<file path="src/design/first_fit_packing_with_conflicts_defines.svh">
// assertion macros shared by the first-fit packing design
`ifndef FIRST_FIT_PACKING_WITH_CONFLICTS_DEFINES_SVH
`define FIRST_FIT_PACKING_WITH_CONFLICTS_DEFINES_SVH

// condition holds at every clock edge out of reset
`define FFPC_ASSERT_ALWAYS(lbl, clk, rst_n, cond) \
    lbl: assert property (@(posedge clk) disable iff (!(rst_n)) (cond)) \
        else $error("ffpc check failed");

// consequent holds in the same cycle as the antecedent
`define FFPC_ASSERT_IMPL(lbl, clk, rst_n, ante, cons) \
    lbl: assert property (@(posedge clk) disable iff (!(rst_n)) (ante) |-> (cons)) \
        else $error("ffpc check failed");

// consequent holds in the cycle after the antecedent
`define FFPC_ASSERT_NEXT(lbl, clk, rst_n, ante, cons) \
    lbl: assert property (@(posedge clk) disable iff (!(rst_n)) (ante) |=> (cons)) \
        else $error("ffpc check failed");

`endif

</file>
<file path="src/design/ffpc_pkg.sv">
// types and constants shared by the first-fit packing design
`timescale 1ns / 1ps

package ffpc_pkg;

    localparam int ITEM_ID_W  = 6;
    localparam int WEIGHT_W   = 16;
    localparam int MASK_W     = 64;
    localparam int IDX_OUT_W  = 6;
    localparam int CNT_OUT_W  = 7;

    localparam logic [WEIGHT_W-1:0] CAPACITY_RESET = 16'hFFFF;

    typedef struct packed {
        logic                 start_new;
        logic [ITEM_ID_W-1:0] item_id;
        logic [WEIGHT_W-1:0]  item_weight;
        logic [MASK_W-1:0]    conflict_mask;
    } t_in_item;

    typedef struct packed {
        logic [IDX_OUT_W-1:0] bin_index;
        logic                 opened_new;
        logic [CNT_OUT_W-1:0] bins_in_use;
        logic                 overflow;
    } t_out_item;

    typedef struct packed {
        logic load_item;
        logic advance;
        logic end_scan;
        logic commit;
    } t_dp_cmd;

    typedef struct packed {
        logic fit;
        logic last;
        logic out_free;
    } t_dp_status;

endpackage

</file>
<file path="src/design/ffpc_ctrl.sv">
// controller state machine for the first-fit packing scan
`timescale 1ns / 1ps

module ffpc_ctrl (
    input  logic                 i_clk,
    input  logic                 i_rst_n,
    input  logic                 i_in_valid,
    output logic                 o_in_ready,
    input  ffpc_pkg::t_dp_status i_status,
    output ffpc_pkg::t_dp_cmd    o_cmd
);
    import ffpc_pkg::*;

    localparam logic [1:0] ST_IDLE   = 2'd0;
    localparam logic [1:0] ST_SCAN   = 2'd1;
    localparam logic [1:0] ST_COMMIT = 2'd2;

    logic [1:0] r_state;
    logic [1:0] n_state;

    always_comb begin
        n_state = r_state;
        o_cmd   = '0;
        unique case (r_state)
            ST_IDLE: begin
                if (i_in_valid) begin
                    o_cmd.load_item = 1'b1;
                    n_state         = ST_SCAN;
                end
            end
            ST_SCAN: begin
                if (i_status.fit || i_status.last) begin
                    o_cmd.end_scan = 1'b1;
                    n_state        = ST_COMMIT;
                end else begin
                    o_cmd.advance = 1'b1;
                end
            end
            ST_COMMIT: begin
                // wait for the output slot before writing the bin back
                if (i_status.out_free) begin
                    o_cmd.commit = 1'b1;
                    n_state      = ST_IDLE;
                end
            end
            default: begin
                n_state = ST_IDLE;
            end
        endcase
    end

    always_ff @(posedge i_clk) begin
        if (!i_rst_n) begin
            r_state <= ST_IDLE;
        end else begin
            r_state <= n_state;
        end
    end

    assign o_in_ready = (r_state == ST_IDLE);

endmodule

</file>
<file path="config.mk">
export PLATFORM = sky130hd
export DESIGN_NAME = ffpc_ctrl
export DESIGN_NICKNAME = d
export VERILOG_FILES = /design/src/design/first_fit_packing_with_conflicts_defines.svh /design/src/design/ffpc_pkg.sv /design/src/design/ffpc_ctrl.sv
export SDC_FILE = /design/constraint.sdc
export NUM_CORES = 1
export LEC_CHECK = 0
export ABC_AREA = 1
export BUFFER_PORTS_ARGS = -buffer_cell sky130_fd_sc_hd__buf_4
export CAP_MARGIN = 5
export CORE_AREA = 2 2 39 41
export DETAILED_ROUTE_END_ITERATION = 12
export DIE_AREA = 0 0 41 43
export GPL_TIMING_DRIVEN = 0
export PLACE_DENSITY = 0.38
export SLEW_MARGIN = 25
export SYNTH_ARGS = -nofsm -noshare
export SYNTH_HDL_FRONTEND = slang
export SYNTH_SLANG_ARGS = --single-unit
</file>
<file path="constraint.sdc">
create_clock -name i_clk -period 1.7 [get_ports i_clk]
set_input_delay 0.51 -clock i_clk [delete_from_list [all_inputs] [get_ports i_clk]]
set_output_delay 0.51 -clock i_clk [all_outputs]
set_load 0.05 [all_outputs]
</file>
==> impl_metrics.json, run 1 <==
{
  "firstDrtPassIters": 4,
  "synth_cell_types": 8,
  "setup_viol": 0,
  "drc": 0,
  "hold_violations": 0,
  "final.setup.tns_ns": 0,
  "synth-seq-area-share_pct": 29.9,
  "routed_wl_um": 335,
  "slowest_delay_ns": 0.36,
  "grt_pass1_vias": 139,
  "fmax_ghz": 0.623,
  "hp-class": "in2reg",
  "dr_total_vias": 160,
  "cellPowerDensity_nw_per_um2": 865,
  "cts_resized": 0,
  "clock_skew_ns": 0.00113,
  "avgRoutedWirePerCell_um": 6.57,
  "antenna_cells": 0,
  "crit_arrival_ns": 1.10,
  "finalMaxSlewViolations": 0,
  "ys_warn_count": 0,
  "antenna_found_initial": 0,
  "synthesis.area_um2": 134,
  "drive_gt1_share_pct": 54.3,
  "cts_inserted_buffers": 3,
  "top_regs": "r_state x2",
  "coreArea_um2": 1380,
  "cp.required_ns": 1.19,
  "ios": 11,
  "final.min_clock_period_ns": 1.61,
  "synthesis.nets": 28,
  "drt-vias-per-instance": 3.14,
  "drv_cap": 0,
  "path_clk_slew_ns": 0.03,
  "async_flop_share_pct": 0,
  "critPathKind": "reg2out",
  "whs_ns": 0.542,
  "drtAntennaViolNets": 0,
  "stdcell_area_um2": 267,
  "synthFlopType": "dfxtp_1",
  "clock-root-buffer": "clkbuf_4",
  "cts_buffer_depth": 2,
  "synth_edf_count": 0,
  "relSlewSlack_pct": 86.5,
  "synth_common_cells": "8 x inv_1, 4 x nand2_1",
  "cts_sinks": 2,
  "rows": 14,
  "critical_path.slowest_cell": "dfxtp_1",
  "critical-path-top-delay-family": "flip-flops",
  "p_total_uw": 230,
  "cp_cell_sequence": "inv_1, nor2_2, nand2_1, inv_1, buf_6",
  "postSynthCellCount": 22,
  "dieHeight_um": 43,
  "instances_no_fill": 51,
  "fin_crit_sh_pct": 94.4,
  "crit_path_start_kind": "register",
  "io_buffers": 10,
  "yosysMostFrequentCell": "inv_1",
  "clock_latency_ns": 0.22,
  "critical_path.most_common_cell": "inv_1",
  "initial_utilization_pct": 9.67,
  "p_leak_nw": 0.153,
  "largest_register_ff_count": 2,
  "yosysTopAreaCellShare_pct": 29.9,
  "top_register": "r_state",
  "dp_hpwl_um": 291,
  "critPathBufInv": 3,
  "synth_area_per_cell_um2": 6.09,
  "placed_area_um2": 236,
  "cts_tree": "built",
  "vdd_drop_max_uv": 288,
  "nets": 43,
  "die_x_um": 41,
  "tightestPinTransition_ns": 0.203,
  "synth_top_cell_by_area": "dfxtp_1",
  "die_area_um2": 1760,
  "gr-total-overflow": 0,
  "path_max_fanout": 3,
  "grt_usage_pct": 5.31,
  "post_cts_buffers": 0,
  "dp_cells": 48,
  "crit_path_end_kind": "output pin",
  "gp_congestion": 0.655,
  "synth.area.top_cells": "dfxtp_1 30%, inv_1 22%, a21oi_2 13%",
  "ys_ff_latch": 2,
  "outcome": "finished, final reports clean",
  "htree_levels": 1,
  "cts-hold-fix-buffers": 0,
  "rsz0062_at_grt": "false",
  "drt-initial-drc-count": 2,
  "grt_max_degree": 5,
  "grt_pass1_wl_um": 496,
  "area_growth_pct": 99.1
}
-- cell families (layout without fill, tap and decap cells) --
group	Yosys count	in the layout	synth area share, %
flops	2	2	29.9
compound gates	2	2	13.1
simple gates	10	10	34.6
buf+inv	8	21	22.4
-- worst paths after layout --
kind | startpoint | endpoint | slack, ns | depth (start not counted)
setup / recovery | r_state[0]$_SDFFE_PN0P_ | o_cmd[2] | 0.09 | 5
hold / removal | i_rst_n | r_state[1]$_SDFFE_PN0P_ | 0.54 | 3
setup reg to reg | r_state[0]$_SDFFE_PN0P_ | r_state[0]$_SDFFE_PN0P_ | 0.88 | 4
hold reg to reg | r_state[0]$_SDFFE_PN0P_ | r_state[0]$_SDFFE_PN0P_ | 0.57 | 3
-- worst min-delay path, stage by stage --
cell and delay (ns):
buf_4 0.08, inv_1 0.05, a21oi_2 0.09
-- per-layer routing --
metal	vias up	track usage, %	wire length [um]
li1	89	-	-
met3	0	3.14	32
met5	-	0	0
met4	0	10.0	0
met2	8	5.31	181
met1	63	4.79	121
-- layout by cell type, fill, tap and decap left out --
cell type,instances
a21oi_2,2
buf_4,8
buf_6,2
clkbuf_4,3
dfxtp_1,2
inv_1,8
nand2_1,4
nand2_2,1
nand3_1,1
nor2_1,1
nor2_2,2
nor2_4,1
-- report_power, final --
part | internal [mW] | switching (mW)
Clock | 0.0778 | 0.0257
Combinational | 0.0266 | 0.0460
Sequential | 0.0505 | 0.00383
Total | 0.155 | 0.0755
-- layout make-up --
type,instances,area [um2]
fill,167,1120
clock buffer,3,22.5
multi-input combinational,12,71.3
tap,16,20.0
sequential,2,40.0
timing repair buffer,10,82.6
inverter,8,30.0
-- per-stage QoR --
stage / worst slack, ns / utilization (%)
after floorplan: 0.110 / -
after global placement: 0.138 / 17.1
after detailed placement: 0.138 / 17.1
after CTS: 0.0526 / 18.7
after global routing: 0.00263 / 19.3
final: 0.0945 / 19.3
No activity file was read; power rests on OpenSTA's default activity.
==> run 2: changes to the inputs <==
==> constraint.sdc (replaced) <==
create_clock -name i_clk -period 1.7 [get_ports i_clk]
set_input_delay 0.17 -clock i_clk [delete_from_list [all_inputs] [get_ports i_clk]]
set_output_delay 0.17 -clock i_clk [all_outputs]
set_load 0.05 [all_outputs]
==> impl_metrics.json, run 2 (synthesis results as in run 1) <==
{
  "multi_input_area_um2": 63.8,
  "worst_r2r_endpoint": "r_state[0]$_SDFFE_PN0P_",
  "dr_total_vias": 152,
  "min_to": "r_state[1]$_SDFFE_PN0P_",
  "gr-total-overflow": 0,
  "critical-path-top-delay-family": "flip-flops",
  "top_regs": "r_state x2",
  "drc": 0,
  "drtAntennaViolNets": 0,
  "area_growth_pct": 87.9,
  "drt-vias-per-instance": 2.98,
  "coreArea_um2": 1380,
  "cts_sinks": 2,
  "cts_inserted_buffers": 3,
  "min_path_cells": 3,
  "regToRegSetupSlack_ns": 0.94,
  "cp.required_ns": 1.53,
  "critPathKind": "reg2out",
  "outcome": "finished, final reports clean",
  "hold_violations": 0,
  "die_area_um2": 1760,
  "avgRoutedWirePerCell_um": 6.25,
  "critical_path.most_common_cell": "inv_1",
  "rows": 14,
  "cp-startpoint": "r_state[0]$_SDFFE_PN0P_",
  "regArea_um2": 40.0,
  "grt_pass1_vias": 126,
  "hp-class": "in2reg",
  "htree_levels": 1,
  "cts_tree": "built",
  "largest_register_ff_count": 2,
  "p_int_uw": 153,
  "mostFrequentLayoutCell": "buf_4",
  "nFillCells": 175,
  "power_frac_comb_pct": 30.7,
  "switching_power_uw": 74.4,
  "relSlewSlack_pct": 89.8,
  "clock-root-buffer": "clkbuf_4",
  "fin_crit_sh_pct": 72.0,
  "antenna_cells": 0,
  "finalMaxSlewViolations": 0,
  "cts_buffer_depth": 2,
  "layout_common_cells": "10 x buf_4, 8 x inv_1, 4 x nand2_1",
  "firstDrtPassIters": 2,
  "gp_congestion": 0.653,
  "clkPwrFrac_pct": 45.9,
  "crit_path_end_kind": "output pin",
  "final.min_clock_period_ns": 1.22,
  "rsz0062_at_grt": "false",
  "ios": 11,
  "post-place-ws_ns": 0.698,
  "drv_cap": 0,
  "crit_arrival_ns": 1.05,
  "path_clk_slew_ns": 0.03,
  "reg2reg_from": "r_state[0]$_SDFFE_PN0P_",
  "antenna_found_initial": 0,
  "die_x_um": 41,
  "post_cts_buffers": 0,
  "cp_cell_sequence": "inv_1, nor2_2, nand2_1, inv_1, buf_4",
  "cts_resized": 0,
  "io_buffers": 10,
  "grt_pass1_wl_um": 420,
  "clock_latency_ns": 0.22,
  "final.setup.tns_ns": 0,
  "crit_path_start_kind": "register",
  "grt_max_degree": 5,
  "worstRegToRegCells": 4,
  "routed_wl_um": 319,
  "drt-initial-drc-count": 1,
  "path_max_fanout": 3,
  "hold_start": "i_rst_n",
  "drive_gt1_share_pct": 51.4,
  "tightestPinTransition_ns": 0.153,
  "vdd_drop_max_uv": 164,
  "cts-hold-fix-buffers": 0,
  "setup_ws_ns": 0.475,
  "p_leak_nw": 0.150,
  "sequentialPowerShare_pct": 23.4,
  "critPathBufInv": 3,
  "setup_viol": 0,
  "clock_skew_ns": 0.00226,
  "cellPowerDensity_nw_per_um2": 902,
  "critical_path.slowest_cell": "dfxtp_1",
  "top_register": "r_state",
  "fmax_ghz": 0.817,
  "grt_usage_pct": 4.42,
  "slowest_delay_ns": 0.33,
  "initial_utilization_pct": 9.67,
  "dp_hpwl_um": 266,
  "dieHeight_um": 43,
  "netSwitchingFraction_pct": 32.8,
  "nets": 43
}
-- run 2: cell counts in the layout (fill, tap and decap cells not counted) --
Identical to the previous run, type by type.
-- run 2: power by group through the flow --
| stage | combinational, mW | sequential [mW] | clock [mW] |
|---|---|---|---|
| after global routing | 0.0739 | 0.0534 | 0.112 |
| after CTS | 0.0704 | 0.0531 | 0.112 |
| after detailed placement | 0.0703 | 0.0537 | 0 |
| final | 0.0697 | 0.0530 | 0.104 |
| after global placement | 0.0704 | 0.0537 | 0 |
| after floorplan | 0.0461 | 0.0534 | 0 |
-- run 2: worst max-delay path by stage --
stage,to,cells past startpoint
after floorplan,o_cmd[3],3
after global placement,o_cmd[2],5
after detailed placement,o_cmd[1],5
after CTS,o_cmd[2],5
after global routing,o_cmd[2],5
final,o_cmd[1],5
-- run 2: layout make-up --
class	count	share of cell area, %
clock buffers	3	8.96
repair buffers	10	29.9
well taps	16	7.96
inverters	8	11.9
flip-flops and latches	2	15.9
multi-input cells	12	25.4
-- run 2: worst min-delay path: stages --
cell and delay [ns]:
buf_4 0.08, inv_1 0.06, a21oi_2 0.09
-- run 2: metrics by stage --
| step | hold WS [ns] | instance area (um2) | utilization (%) | std cells | power (mW) |
|---|---|---|---|---|---|
| floorplan | 0.326 | 134 | - | 22 | 0.0995 |
| global placement | 0.433 | 229 | 16.5 | 48 | 0.124 |
| detailed placement | 0.435 | 229 | 16.5 | 48 | 0.124 |
| CTS | 0.198 | 251 | 18.2 | 51 | 0.236 |
| global route | 0.204 | 251 | 18.2 | 51 | 0.239 |
| finish | 0.204 | 251 | 18.2 | 51 | 0.227 |
-- run 2: metal layers --
layer	share of wire (%)	GRT usage [%]	wire [um]	vias up
li1	-	-	-	88
met1	42	3.86	133	57
met2	47	4.06	151	7
met3	11	2.09	34	0
met4	0	10.0	0	0
met5	0	0	0	-
